File: src/pjlm_pkg.sv
package pjlm_pkg;

    localparam int TIME_W   = 48;
    localparam int EXP_W    = 16;
    localparam int PCNT_W   = 11;
    localparam int JIT_W    = 40;
    localparam int LOSS_W   = 15;
    localparam int DEV_W    = 32;
    localparam int IN_TDATA_W  = 48;
    localparam int OUT_TDATA_W = 56;
    localparam int CFG_IDX_W   = 2;
    localparam int CFG_DATA_W  = 16;

    localparam logic [CFG_IDX_W-1:0] CFG_EXPECTED_INTERVAL = 2'd0;
    localparam logic [CFG_IDX_W-1:0] CFG_PING_COUNT        = 2'd1;
    localparam logic [CFG_IDX_W-1:0] CFG_LOSS_ENABLE       = 2'd2;

    localparam logic [EXP_W-1:0]  RST_EXPECTED_INTERVAL = 16'd100;
    localparam logic [PCNT_W-1:0] RST_PING_COUNT        = 11'd100;
    localparam logic              RST_LOSS_ENABLE       = 1'b1;

    localparam logic [LOSS_W-1:0] LOSS_FULL_SCALE = 15'd25600;

    typedef struct packed {
        logic busy;
        logic done;
    } t_div_status;

endpackage

File: src/pjlm_div.sv
module pjlm_div #(
    parameter int DW = 51,
    parameter int VW = 11
) (
    input  logic                   i_clk,
    input  logic                   i_rst_n,
    input  logic                   i_start,
    input  logic [DW-1:0]          i_dividend,
    input  logic [VW-1:0]          i_divisor,
    output logic [DW-1:0]          o_quotient,
    output pjlm_pkg::t_div_status  o_status
);
    import pjlm_pkg::*;

    localparam int CNT_W = $clog2(DW + 1);

    logic [DW-1:0]    r_num, n_num;
    logic [VW-1:0]    r_rem, n_rem;
    logic [VW-1:0]    r_div;
    logic [CNT_W-1:0] r_cnt;
    logic             r_busy;
    logic             r_done;
    logic [VW:0]      w_trial;
    logic [VW:0]      w_diff;
    logic             w_ge;

    always_comb begin
        w_trial = {r_rem, r_num[DW-1]};
        w_ge    = (w_trial >= {1'b0, r_div});
        w_diff  = w_trial - {1'b0, r_div};
        n_rem   = w_ge ? w_diff[VW-1:0] : w_trial[VW-1:0];
        n_num   = {r_num[DW-2:0], w_ge};
    end

    always_ff @(posedge i_clk) begin
        if (!i_rst_n) begin
            r_busy <= 1'b0;
            r_done <= 1'b0;
            r_cnt  <= '0;
        end else begin
            r_done <= 1'b0;
            if (i_start) begin
                r_busy <= 1'b1;
                r_cnt  <= CNT_W'(DW);
            end else if (r_busy) begin
                r_cnt <= r_cnt - 1'b1;
                if (r_cnt == CNT_W'(1)) begin
                    r_busy <= 1'b0;
                    r_done <= 1'b1;
                end
            end
        end
    end

    always_ff @(posedge i_clk) begin
        if (i_start) begin
            r_num <= i_dividend;
            r_rem <= '0;
            r_div <= i_divisor;
        end else if (r_busy) begin
            r_num <= n_num;
            r_rem <= n_rem;
        end
    end

    assign o_quotient    = r_num;
    assign o_status.busy = r_busy;
    assign o_status.done = r_done;

endmodule

File: src/ping_jitter_loss_meter_unit.sv
// Ping jitter and loss meter. Each input transaction is one ping slot: tuser is the received
// flag, tdata the 48-bit receive time in ms, tlast ends the measurement after this slot.
// After the first reception every received ping adds |gap - expected_interval| (saturated
// at 2^32-1) to a running sum; a lost slot advances the held time by expected_interval.
// When ping_count slots have passed, or tlast is seen, one result is sent: tdata holds the
// mean deviation (40 bits, 8 fraction bits, rounded) and the loss percentage of ping_count
// (15 bits, 8 fraction bits, rounded, zero when loss_enable is 0); tuser flags that no
// deviation sample was formed. After a slot is accepted, s_axis_tready stays low while the
// sequencer steps the states S_GAP, S_END (lost slot), S_GAP, S_ACC, S_END (first received
// ping) or S_GAP, S_DEV, S_ACC, S_END (later received ping), sharing one absolute-difference
// unit between S_GAP and S_DEV. A closing slot then steps S_DJ, S_DJW, S_DL, S_DLW and S_OUT:
// up to two passes through the bit-serial divider, one quotient bit per cycle, and the load
// of the output register in S_OUT, which waits while that register still holds a result not
// yet taken. A finished result is held in the output register while new slots are taken.
module ping_jitter_loss_meter_unit #(
    parameter int MAX_PINGS = 1024
) (
    input  logic                                 i_clk,
    input  logic                                 i_rst_n,
    input  logic                                 s_axis_tvalid,
    output logic                                 s_axis_tready,
    input  logic [pjlm_pkg::IN_TDATA_W-1:0]      s_axis_tdata,  // [47:0] rx_time_ms
    input  logic                                 s_axis_tuser,  // [0] received
    input  logic                                 s_axis_tlast,
    output logic                                 m_axis_tvalid,
    input  logic                                 m_axis_tready,
    // [39:0] jitter_mean_q8, [54:40] loss_percent_q8, [55] zero
    output logic [pjlm_pkg::OUT_TDATA_W-1:0]     m_axis_tdata,
    output logic                                 m_axis_tuser,  // [0] no_samples
    input  logic                                 i_cfg_valid,
    output logic                                 o_cfg_ready,
    input  logic [pjlm_pkg::CFG_IDX_W-1:0]       i_cfg_index,
    input  logic [pjlm_pkg::CFG_DATA_W-1:0]      i_cfg_data
);
    import pjlm_pkg::*;

    localparam int CW = $clog2(MAX_PINGS + 1);
    localparam int SW = DEV_W + CW;
    localparam int DW = SW + 8;
    localparam int LW = CW + 15;

    localparam logic [3:0] S_IDLE = 4'd0;
    localparam logic [3:0] S_GAP  = 4'd1;
    localparam logic [3:0] S_DEV  = 4'd2;
    localparam logic [3:0] S_ACC  = 4'd3;
    localparam logic [3:0] S_END  = 4'd4;
    localparam logic [3:0] S_DJ   = 4'd5;
    localparam logic [3:0] S_DJW  = 4'd6;
    localparam logic [3:0] S_DL   = 4'd7;
    localparam logic [3:0] S_DLW  = 4'd8;
    localparam logic [3:0] S_OUT  = 4'd9;

    logic [3:0]        r_state;
    logic [EXP_W-1:0]  r_exp;
    logic [PCNT_W-1:0] r_pcnt;
    logic              r_loss_en;

    logic              r_rx;
    logic              r_empty;
    logic [TIME_W-1:0] r_t;
    logic [TIME_W-1:0] r_prev;
    logic [TIME_W-1:0] r_dif;
    logic              r_first;
    logic [SW-1:0]     r_sum;
    logic [CW-1:0]     r_devcnt;
    logic [CW-1:0]     r_rcv;
    logic [CW-1:0]     r_slot;
    logic [JIT_W-1:0]  r_jit;
    logic [LOSS_W-1:0] r_loss;

    logic              r_m_valid;
    logic [JIT_W-1:0]  r_m_jit;
    logic [LOSS_W-1:0] r_m_loss;
    logic              r_m_none;

    logic [31:0]       w_cnt_full;
    logic [CW-1:0]     w_cnt;
    logic [CW-1:0]     w_lost;
    logic [LW-1:0]     w_loss_num;
    logic [DW-1:0]     w_jit_num;
    logic [TIME_W-1:0] w_ad_a;
    logic [TIME_W-1:0] w_ad_b;
    logic [TIME_W-1:0] w_ad;
    logic [DEV_W-1:0]  w_sat;
    logic              w_out_free;

    logic              w_div_start;
    logic [DW-1:0]     w_div_num;
    logic [CW-1:0]     w_div_den;
    logic [DW-1:0]     w_div_q;
    t_div_status       w_div_st;

    always_comb begin
        if (r_pcnt == '0) begin
            w_cnt_full = 32'd1;
        end else if (32'(r_pcnt) > 32'(MAX_PINGS)) begin
            w_cnt_full = 32'(MAX_PINGS);
        end else begin
            w_cnt_full = 32'(r_pcnt);
        end
        w_cnt  = w_cnt_full[CW-1:0];
        w_lost = (r_rcv >= w_cnt) ? '0 : (w_cnt - r_rcv);
    end

    assign w_loss_num = (LW'(w_lost) << 14) + (LW'(w_lost) << 13) + (LW'(w_lost) << 10)
                      + LW'(w_cnt >> 1);
    assign w_jit_num  = {r_sum, 8'b0} + DW'(r_devcnt >> 1);

    // shared absolute difference: gap in S_GAP, deviation in S_DEV
    always_comb begin
        if (r_state == S_GAP) begin
            w_ad_a = r_t;
            w_ad_b = r_prev;
        end else begin
            w_ad_a = r_dif;
            w_ad_b = TIME_W'(r_exp);
        end
        w_ad  = (w_ad_a >= w_ad_b) ? (w_ad_a - w_ad_b) : (w_ad_b - w_ad_a);
        w_sat = (w_ad[TIME_W-1:DEV_W] != '0) ? '1 : w_ad[DEV_W-1:0];
    end

    assign w_div_start = ((r_state == S_DJ) && (r_devcnt != '0))
                       || ((r_state == S_DL) && r_loss_en);
    assign w_div_num   = (r_state == S_DJ) ? w_jit_num : DW'(w_loss_num);
    assign w_div_den   = (r_state == S_DJ) ? r_devcnt : w_cnt;
    assign w_out_free  = !r_m_valid || m_axis_tready;

    pjlm_div #(
        .DW (DW),
        .VW (CW)
    ) u_div (
        .i_clk      (i_clk),
        .i_rst_n    (i_rst_n),
        .i_start    (w_div_start),
        .i_dividend (w_div_num),
        .i_divisor  (w_div_den),
        .o_quotient (w_div_q),
        .o_status   (w_div_st)
    );

    always_ff @(posedge i_clk) begin
        if (!i_rst_n) begin
            r_exp     <= RST_EXPECTED_INTERVAL;
            r_pcnt    <= RST_PING_COUNT;
            r_loss_en <= RST_LOSS_ENABLE;
        end else if (i_cfg_valid) begin
            case (i_cfg_index)
                CFG_EXPECTED_INTERVAL: r_exp     <= i_cfg_data[EXP_W-1:0];
                CFG_PING_COUNT:        r_pcnt    <= i_cfg_data[PCNT_W-1:0];
                CFG_LOSS_ENABLE:       r_loss_en <= i_cfg_data[0];
                default: ;
            endcase
        end
    end

    always_ff @(posedge i_clk) begin
        if (!i_rst_n) begin
            r_state   <= S_IDLE;
            r_prev    <= '0;
            r_first   <= 1'b0;
            r_sum     <= '0;
            r_devcnt  <= '0;
            r_rcv     <= '0;
            r_slot    <= '0;
            r_m_valid <= 1'b0;
        end else begin
            if (m_axis_tready && (r_state != S_OUT)) begin
                r_m_valid <= 1'b0;
            end
            case (r_state)
                S_IDLE: begin
                    if (s_axis_tvalid) begin
                        r_state <= S_GAP;
                    end
                end
                S_GAP: begin
                    r_dif <= w_ad;
                    if (!r_rx) begin
                        if (r_first) begin
                            r_prev <= r_prev + TIME_W'(r_exp);
                        end
                        r_slot  <= r_slot + 1'b1;
                        r_state <= S_END;
                    end else if (r_first) begin
                        r_state <= S_DEV;
                    end else begin
                        r_state <= S_ACC;
                    end
                end
                S_DEV: begin
                    r_dif   <= TIME_W'(w_sat);
                    r_state <= S_ACC;
                end
                S_ACC: begin
                    if (r_first) begin
                        r_sum    <= r_sum + SW'(r_dif[DEV_W-1:0]);
                        r_devcnt <= r_devcnt + 1'b1;
                    end
                    r_prev  <= r_t;
                    r_first <= 1'b1;
                    r_rcv   <= r_rcv + 1'b1;
                    r_slot  <= r_slot + 1'b1;
                    r_state <= S_END;
                end
                S_END: begin
                    r_state <= ((r_slot >= w_cnt) || r_empty) ? S_DJ : S_IDLE;
                end
                S_DJ: begin
                    r_jit   <= '0;
                    r_state <= (r_devcnt != '0) ? S_DJW : S_DL;
                end
                S_DJW: begin
                    if (w_div_st.done) begin
                        r_jit   <= w_div_q[JIT_W-1:0];
                        r_state <= S_DL;
                    end
                end
                S_DL: begin
                    r_loss  <= '0;
                    r_state <= r_loss_en ? S_DLW : S_OUT;
                end
                S_DLW: begin
                    if (w_div_st.done) begin
                        r_loss  <= w_div_q[LOSS_W-1:0];
                        r_state <= S_OUT;
                    end
                end
                S_OUT: begin
                    if (w_out_free) begin
                        r_m_valid <= 1'b1;
                        r_m_jit   <= r_jit;
                        r_m_loss  <= r_loss;
                        r_m_none  <= (r_devcnt == '0);
                        r_prev    <= '0;
                        r_first   <= 1'b0;
                        r_sum     <= '0;
                        r_devcnt  <= '0;
                        r_rcv     <= '0;
                        r_slot    <= '0;
                        r_state   <= S_IDLE;
                    end
                end
                default: r_state <= S_IDLE;
            endcase
        end
    end

    always_ff @(posedge i_clk) begin
        if ((r_state == S_IDLE) && s_axis_tvalid) begin
            r_rx    <= s_axis_tuser;
            r_t     <= s_axis_tdata[TIME_W-1:0];
            r_empty <= s_axis_tlast;
        end
    end

    assign s_axis_tready = (r_state == S_IDLE);
    assign o_cfg_ready   = 1'b1;
    assign m_axis_tvalid = r_m_valid;
    assign m_axis_tdata  = {1'b0, r_m_loss, r_m_jit};
    assign m_axis_tuser  = r_m_none;

endmodule

File: config.mk
export PLATFORM = sky130hd
export DESIGN_NAME = ping_jitter_loss_meter_unit
export DESIGN_NICKNAME = d
export VERILOG_FILES = /design/src/pjlm_pkg.sv /design/src/pjlm_div.sv /design/src/ping_jitter_loss_meter_unit.sv
export SDC_FILE = /design/constraint.sdc
export NUM_CORES = 1
export LEC_CHECK = 0
export ABC_AREA = 1
export BUFFER_PORTS_ARGS = -buffer_cell sky130_fd_sc_hd__clkbuf_2
export CORE_ASPECT_RATIO = 1.5
export CORE_MARGIN = 4
export CORE_UTILIZATION = 35
export DETAILED_ROUTE_END_ITERATION = 12
export SETUP_SLACK_MARGIN = 0.1
export SKIP_LAST_GASP = 1
export SYNTH_ARGS = -nofsm -noshare
export SYNTH_HDL_FRONTEND = slang
export SYNTH_SLANG_ARGS = --single-unit
File: constraint.sdc
create_clock -name i_clk -period 10.4 [get_ports i_clk]
set_input_delay 2.08 -clock i_clk [delete_from_list [all_inputs] [get_ports i_clk]]
set_output_delay 2.08 -clock i_clk [all_outputs]
set_load 0.01 [all_outputs]
[Word level (Yosys, flattened, before mapping)]
Index checks and enable logic that the tools add are counted.
Widths: inputs -> output; s select.
Storage, ports and cells
  flip-flop bits (word level): 448
Cells by class
  $lt $le $gt $ge: 5
  add/sub/neg operators: 14
  equality and inequality tests: 20
  reduce and logical (&&, ||, !) cells: 34
  muxes and demuxes: 51
  bitwise operators: 2
Operators with widths (count)
  $mux 48: 6
  $mux 51: 3
  $pmux 48 s3: 1
  $pmux 48 s2: 1
  $sub 48x48->48: 2
  $mux 11: 8
  $mux 43: 2
  $pmux 43 s2: 1
  $pmux 40 s2: 1
  $add 51x10->51: 1
  $add 48x16->48: 1
  $ge 48x48->1: 1
  $pmux 11 s2: 2
  $add 43x32->43: 1
  $mux 40: 1
  $pmux 4 s10: 1
  $add 11x1->11 const B: 3
  $pmux 11 s3: 1
  $mux 32: 1
  $pmux 15 s2: 1
  $add 25x24->26: 1
  $add 26x10->26: 1
  $add 26x21->26: 1
  $ge 11x11->1: 2
  other kinds (36): 82

[Logic depth before layout (Yosys ltp)]
  word-level depth: 10
  gate-level depth with buffers: 32
  mapped depth without buffers: 32

[Cells and area by module]
Synthesis repeated with hierarchy kept, for this count alone.
Second synthesis, totals
  cell total of the unflattened synthesis: 4885
  area total of the unflattened synthesis: 33414.5 um^2
By module, submodules not included
  ping_jitter_loss_meter_unit: instances 1, seq. area each 9439.1 um^2, cells an instance 4393, area an instance 29225.5 um^2
  pjlm_div: instances 1, seq. area each 2242.2 um^2, cells an instance 492, area an instance 4189.0 um^2

[Least setup slack after synthesis]
Ideal clock, no wire load.
  path kind: in2reg
  start point: input port s_axis_tvalid
  end point: register r_empty (enable)
  setup time: 0.520 ns
  stages on the path: 2
  arrival: 5.552 ns
  setup slack: 4.328 ns
  cell sequence: inv_1 -> nor3_1
Between the ends
  word-level cells in the longest chain between the ends: 1
RTL lines
  from (decl): RTL line ping_jitter_loss_meter_unit.sv:20  | input logic s_axis_tvalid,
  $logic_and 1x1->1: RTL line ping_jitter_loss_meter_unit.sv:249  | if ((r_state == S_IDLE) && s_axis_tvalid) begin
  to (signal assigned): RTL line ping_jitter_loss_meter_unit.sv:252  | r_empty <= s_axis_tlast;
  to (decl): RTL line ping_jitter_loss_meter_unit.sv:59  | logic r_empty;
No other way between the ends.
A chain may end at the register's enable or synchronous reset.

[Worst setup path after layout]
  start point: register r_state[2]
  end point: register r_dif[4], data pin
Between the ends
  word-level cells in the longest chain between the ends: 7
  elaborated cells between the ends (all ways): 11
  classes of those cells: 2 x add/sub; 1 x order compare; 2 x eq/ne; 5 x mux; 1 x reduce/logical
RTL lines
  from (decl): RTL line ping_jitter_loss_meter_unit.sv:53  | logic [3:0] r_state;
  from (signal assigned): RTL line ping_jitter_loss_meter_unit.sv:206  | r_state <= ((r_slot >= w_cnt) || r_empty) ? S_DJ : S_IDLE;
  from (signal assigned): RTL line ping_jitter_loss_meter_unit.sv:210  | r_state <= (r_devcnt != '0) ? S_DJW : S_DL;
  from (signal assigned): RTL line ping_jitter_loss_meter_unit.sv:220  | r_state <= r_loss_en ? S_DLW : S_OUT;
  $eq 4x1->1: RTL line ping_jitter_loss_meter_unit.sv:111, ping_jitter_loss_meter_unit.sv:170
  $mux 48: RTL line ping_jitter_loss_meter_unit.sv:111  | if (r_state == S_GAP) begin
  $sub 48x48->48 or $ge 48x48->1 (tied branches): RTL line ping_jitter_loss_meter_unit.sv:118  | w_ad = (w_ad_a >= w_ad_b) ? (w_ad_a - w_ad_b) : (w_ad_b - w_ad_a);
  $mux 48: RTL line ping_jitter_loss_meter_unit.sv:118
  $reduce_bool 16->1: RTL line ping_jitter_loss_meter_unit.sv:119  | w_sat = (w_ad[TIME_W-1:DEV_W] != '0) ? '1 : w_ad[DEV_W-1:0];
  $mux 32: RTL line ping_jitter_loss_meter_unit.sv:119
  $pmux 48 s2 (*): RTL line ping_jitter_loss_meter_unit.sv:170  | case (r_state)
  to (signal assigned): RTL line ping_jitter_loss_meter_unit.sv:177  | r_dif <= w_ad;
  to (signal assigned): RTL line ping_jitter_loss_meter_unit.sv:191  | r_dif <= TIME_W'(w_sat);
  to (decl): RTL line ping_jitter_loss_meter_unit.sv:62  | logic [TIME_W-1:0] r_dif;
Mark *: on every way between the ends. The rest lies on a longest branch, timed or not.

==> out/metrics.cfg <==
[global_routing]
grt_max_degree=90
antenna_found_initial=3
grt_pass1_wl_um=177700
grt_usage_pct=23.41
grt_overflow=0
grt_pass1_vias=30585

[cts]
clk_path_buf_depth=3
clkTransAtPathRegs_ns=0.07
clkLatencyLatePin_ns=0.64
cts_made_buffers=47
htreeDepth=2
cts-resized-gates=0
cts_setup_buffers=0
cts_hold_buf=0
root_buffer=clkbuf_16
clock_sinks=448
cts_tree=built

[power_and_ir_drop]
switching_power_mw=5.340
internal-power_mw=5.053
clkPwrFrac_pct=16.7
combinationalPowerShare_pct=58.3
p_leak_nw=16.71
vdd_drop_max_v=0.0001877
seqPwrFrac_pct=25.0
p_sw_share_pct=51.38
power_density_nw_per_um2=288.7

[synthesis]
synth_nets=4998
yosysUniqueCellTypes=56
synthFlopType=edfxtp_1
syn_avg_cell_area_um2=6.895
synth_cells=4710
synth-seq-area-share_pct=35.97
synth_edf_count=271
synth-seq-cells=448
yosysMostFrequentCell=nand2_1
synth_area_um2=32480
synth_common_cells=1,312 x nand2_1, 808 x inv_1, 441 x nor2_1
synth_top_area_share_pct=25.06
synthTopCellsByArea=edfxtp_1 25%, nand2_1 15%, dfxtp_1 11%
ys_warn_count=0
synthArstFlopShare_pct=0
yosys.area.top_type=edfxtp_1

[timing]
max_freq_mhz=162.2
clock-skew-final_ns=0.03151
final-max-slew-violation-count=0
tightest_slew_ns=1.088
relSlewSlack_pct=27.28
fin_setup_tns_ns=0
hold_violations=0
period_needed_ns=6.166
rsz0062_at_grt=no
finalSetupViolations=0
holdWs_ns=0.4179
fin_crit_sh_pct=59.29

[worst_setup_path]
crit_required_ns=10.75
crit_arrival_ns=6.52
regToRegStartpoint=r_state[2]
critPathMaxStageDelay_ns=0.74
slowest_stage=buf_4
r2r_setup_slack_ns=4.23
crit_type=reg2reg
cp-end-kind=register
cpMostUsedCell=nand2_1
worstRegToRegCells=25
cp_max_fo=89
reg2reg_to=r_dif[4]
startpoint_type=register

[floorplan]
rows=136
core_area_um2=91890
io_pins=133
start_util_pct=35.34
die_area_um2=97830
die_h_um=381.1
die-width_um=256.7

[finish]
fin_nets=5102
drive_gt1_share_pct=7.480
fillers=9761
syn2layout_area_growth_pct=10.83

[route]
via_per_inst=5.128
ant_nets=0
firstDrtPassIters=9
drc_errors=0
wirelength_um=117900
dr_total_vias=30914
routedWlPerCell_um=19.56
drt_iter0_markers=2108

[flow_run]
drv_cap=0

[min_path]
holdPathEnd=r_m_loss[0]
hold_class=reg2reg
min_from=r_loss[0]
whs_path_depth=0

[place]
hpwlAfterDp_um=95100
gp_congestion=1.018
port_buffers=130

[outcome]
run_status=complete, no violations

## metrics by stage
stage               setup WS (ns)  cell area [µm²]  total power [mW]  cells  utilization, %
global route                3.823            35990             11.17   6026           39.17
CTS                         4.339            35990             10.37   6026           39.17
finish                      4.234            36000             10.39   6028           39.17
floorplan                   4.328            32480             6.571   4710               -
global placement            4.401            34430             8.594   5938           37.46
detailed placement          4.370            34430             8.586   5938           37.46
## power by group through the flow
| stage | Sequential (mW) | Clock [mW] | Combinational (mW) |
|---|---|---|---|
| 2_1_floorplan | 2.49 | 0 | 4.08 |
| 3_3_place_gp | 2.62 | 0 | 5.97 |
| 3_5_place_dp | 2.63 | 0 | 5.96 |
| 4_1_cts | 2.59 | 1.79 | 5.99 |
| 5_1_grt | 2.61 | 1.85 | 6.71 |
| 6_report | 2.60 | 1.74 | 6.06 |
## cells in the final DEF (no fill, tap or decap), types with 12 or more instances in the layout
| cell | Yosys | final |
|---|---|---|
| a21oi_1 | 367 | 366 |
| o21bai_1 | 19 | 19 |
| clkbuf_16 | 0 | 47 |
| clkbuf_2 | 1 | 130 |
| dfxtp_1 | 177 | 177 |
| xor2_1 | 60 | 60 |
| or2_2 | 90 | 90 |
| nand3_1 | 202 | 201 |
| nand2_1 | 1312 | 1312 |
| a32o_1 | 12 | 12 |
| nor3_1 | 62 | 60 |
| ha_1 | 201 | 201 |
| nor2_1 | 441 | 437 |
| o211ai_1 | 14 | 14 |
| nand4_1 | 44 | 44 |
| xnor2_1 | 30 | 30 |
| o21ai_0 | 299 | 299 |
| inv_1 | 808 | 805 |
| fa_1 | 14 | 14 |
| edfxtp_1 | 271 | 271 |
| o22ai_1 | 21 | 21 |
| a31oi_1 | 31 | 31 |
| nor4_1 | 19 | 18 |
| buf_4 | 4 | 27 |
## final cells by class
cell class / instances / area, µm² / area share (%)
Timing Repair Buffer: 157 / 853.3 / 2.371
Tap cell: 1173 / 1468 / 4.077
Antenna cell: 2 / 5.005 / 0.01390
Clock buffer: 56 / 1230 / 3.417
Inverter: 815 / 3059 / 8.499
Sequential cell: 448 / 11680 / 32.45
Clock inverter: 32 / 335.3 / 0.9316
Multi-Input combinational cell: 3345 / 17360 / 48.24
## worst max-delay path, delay by kind of cell, from the launching register on
kind            cells  cell delay (ns)
fa+ha+maj           1             0.53
flops               1             0.42
compound gates      1             0.26
simple gates       18             2.95
buf+inv             5             1.56
## sequential cells by signal, indices dropped and copies added, names as in the netlist, 4 cells and up
signal,count
r_slot,11
r_exp,16
u_div.o_quotient,51
r_prev,48
r_devcnt,11
u_div.r_div,11
r_m_jit,40
r_rcv,11
r_m_loss,15
r_sum,43
u_div.r_rem,11
u_div.r_cnt,6
r_state,4
r_pcnt,11
r_jit,40
r_dif,48
r_loss,15
r_t,48
## routing by layer
metal	GRT usage [%]	share of wire [%]	vias to the layer above
met5	0	0	-
met4	15.02	7.7	0
li1	-	-	15391
met3	2.547	4.4	323
met2	43.48	51	877
met1	25.08	37	14323
## worst max path at each step
stage,from,endpoint,cells past startpoint
after global placement,r_state[2],r_dif[28],25
final,r_state[2],r_dif[4],25
after floorplan,s_axis_tvalid,r_empty,2
after detailed placement,r_state[2],r_dif[4],25
after CTS,r_state[2],r_dif[4],25
after global routing,r_state[2],r_dif[1],25
## cells by family (layout without fill, tap and decap cells)
group	after synthesis	in the layout	share of synthesized area, %
simple gates	2208	2208	28.17
buf+inv	917	1060	10.79
compound gates	829	829	13.99
flops	448	448	35.97
fa+ha+maj	215	215	8.607
xor+xnor	90	90	2.427
other cells	2	4	0.02312
mux	1	1	0.03082
No activity file was read; power rests on OpenSTA's default activity.
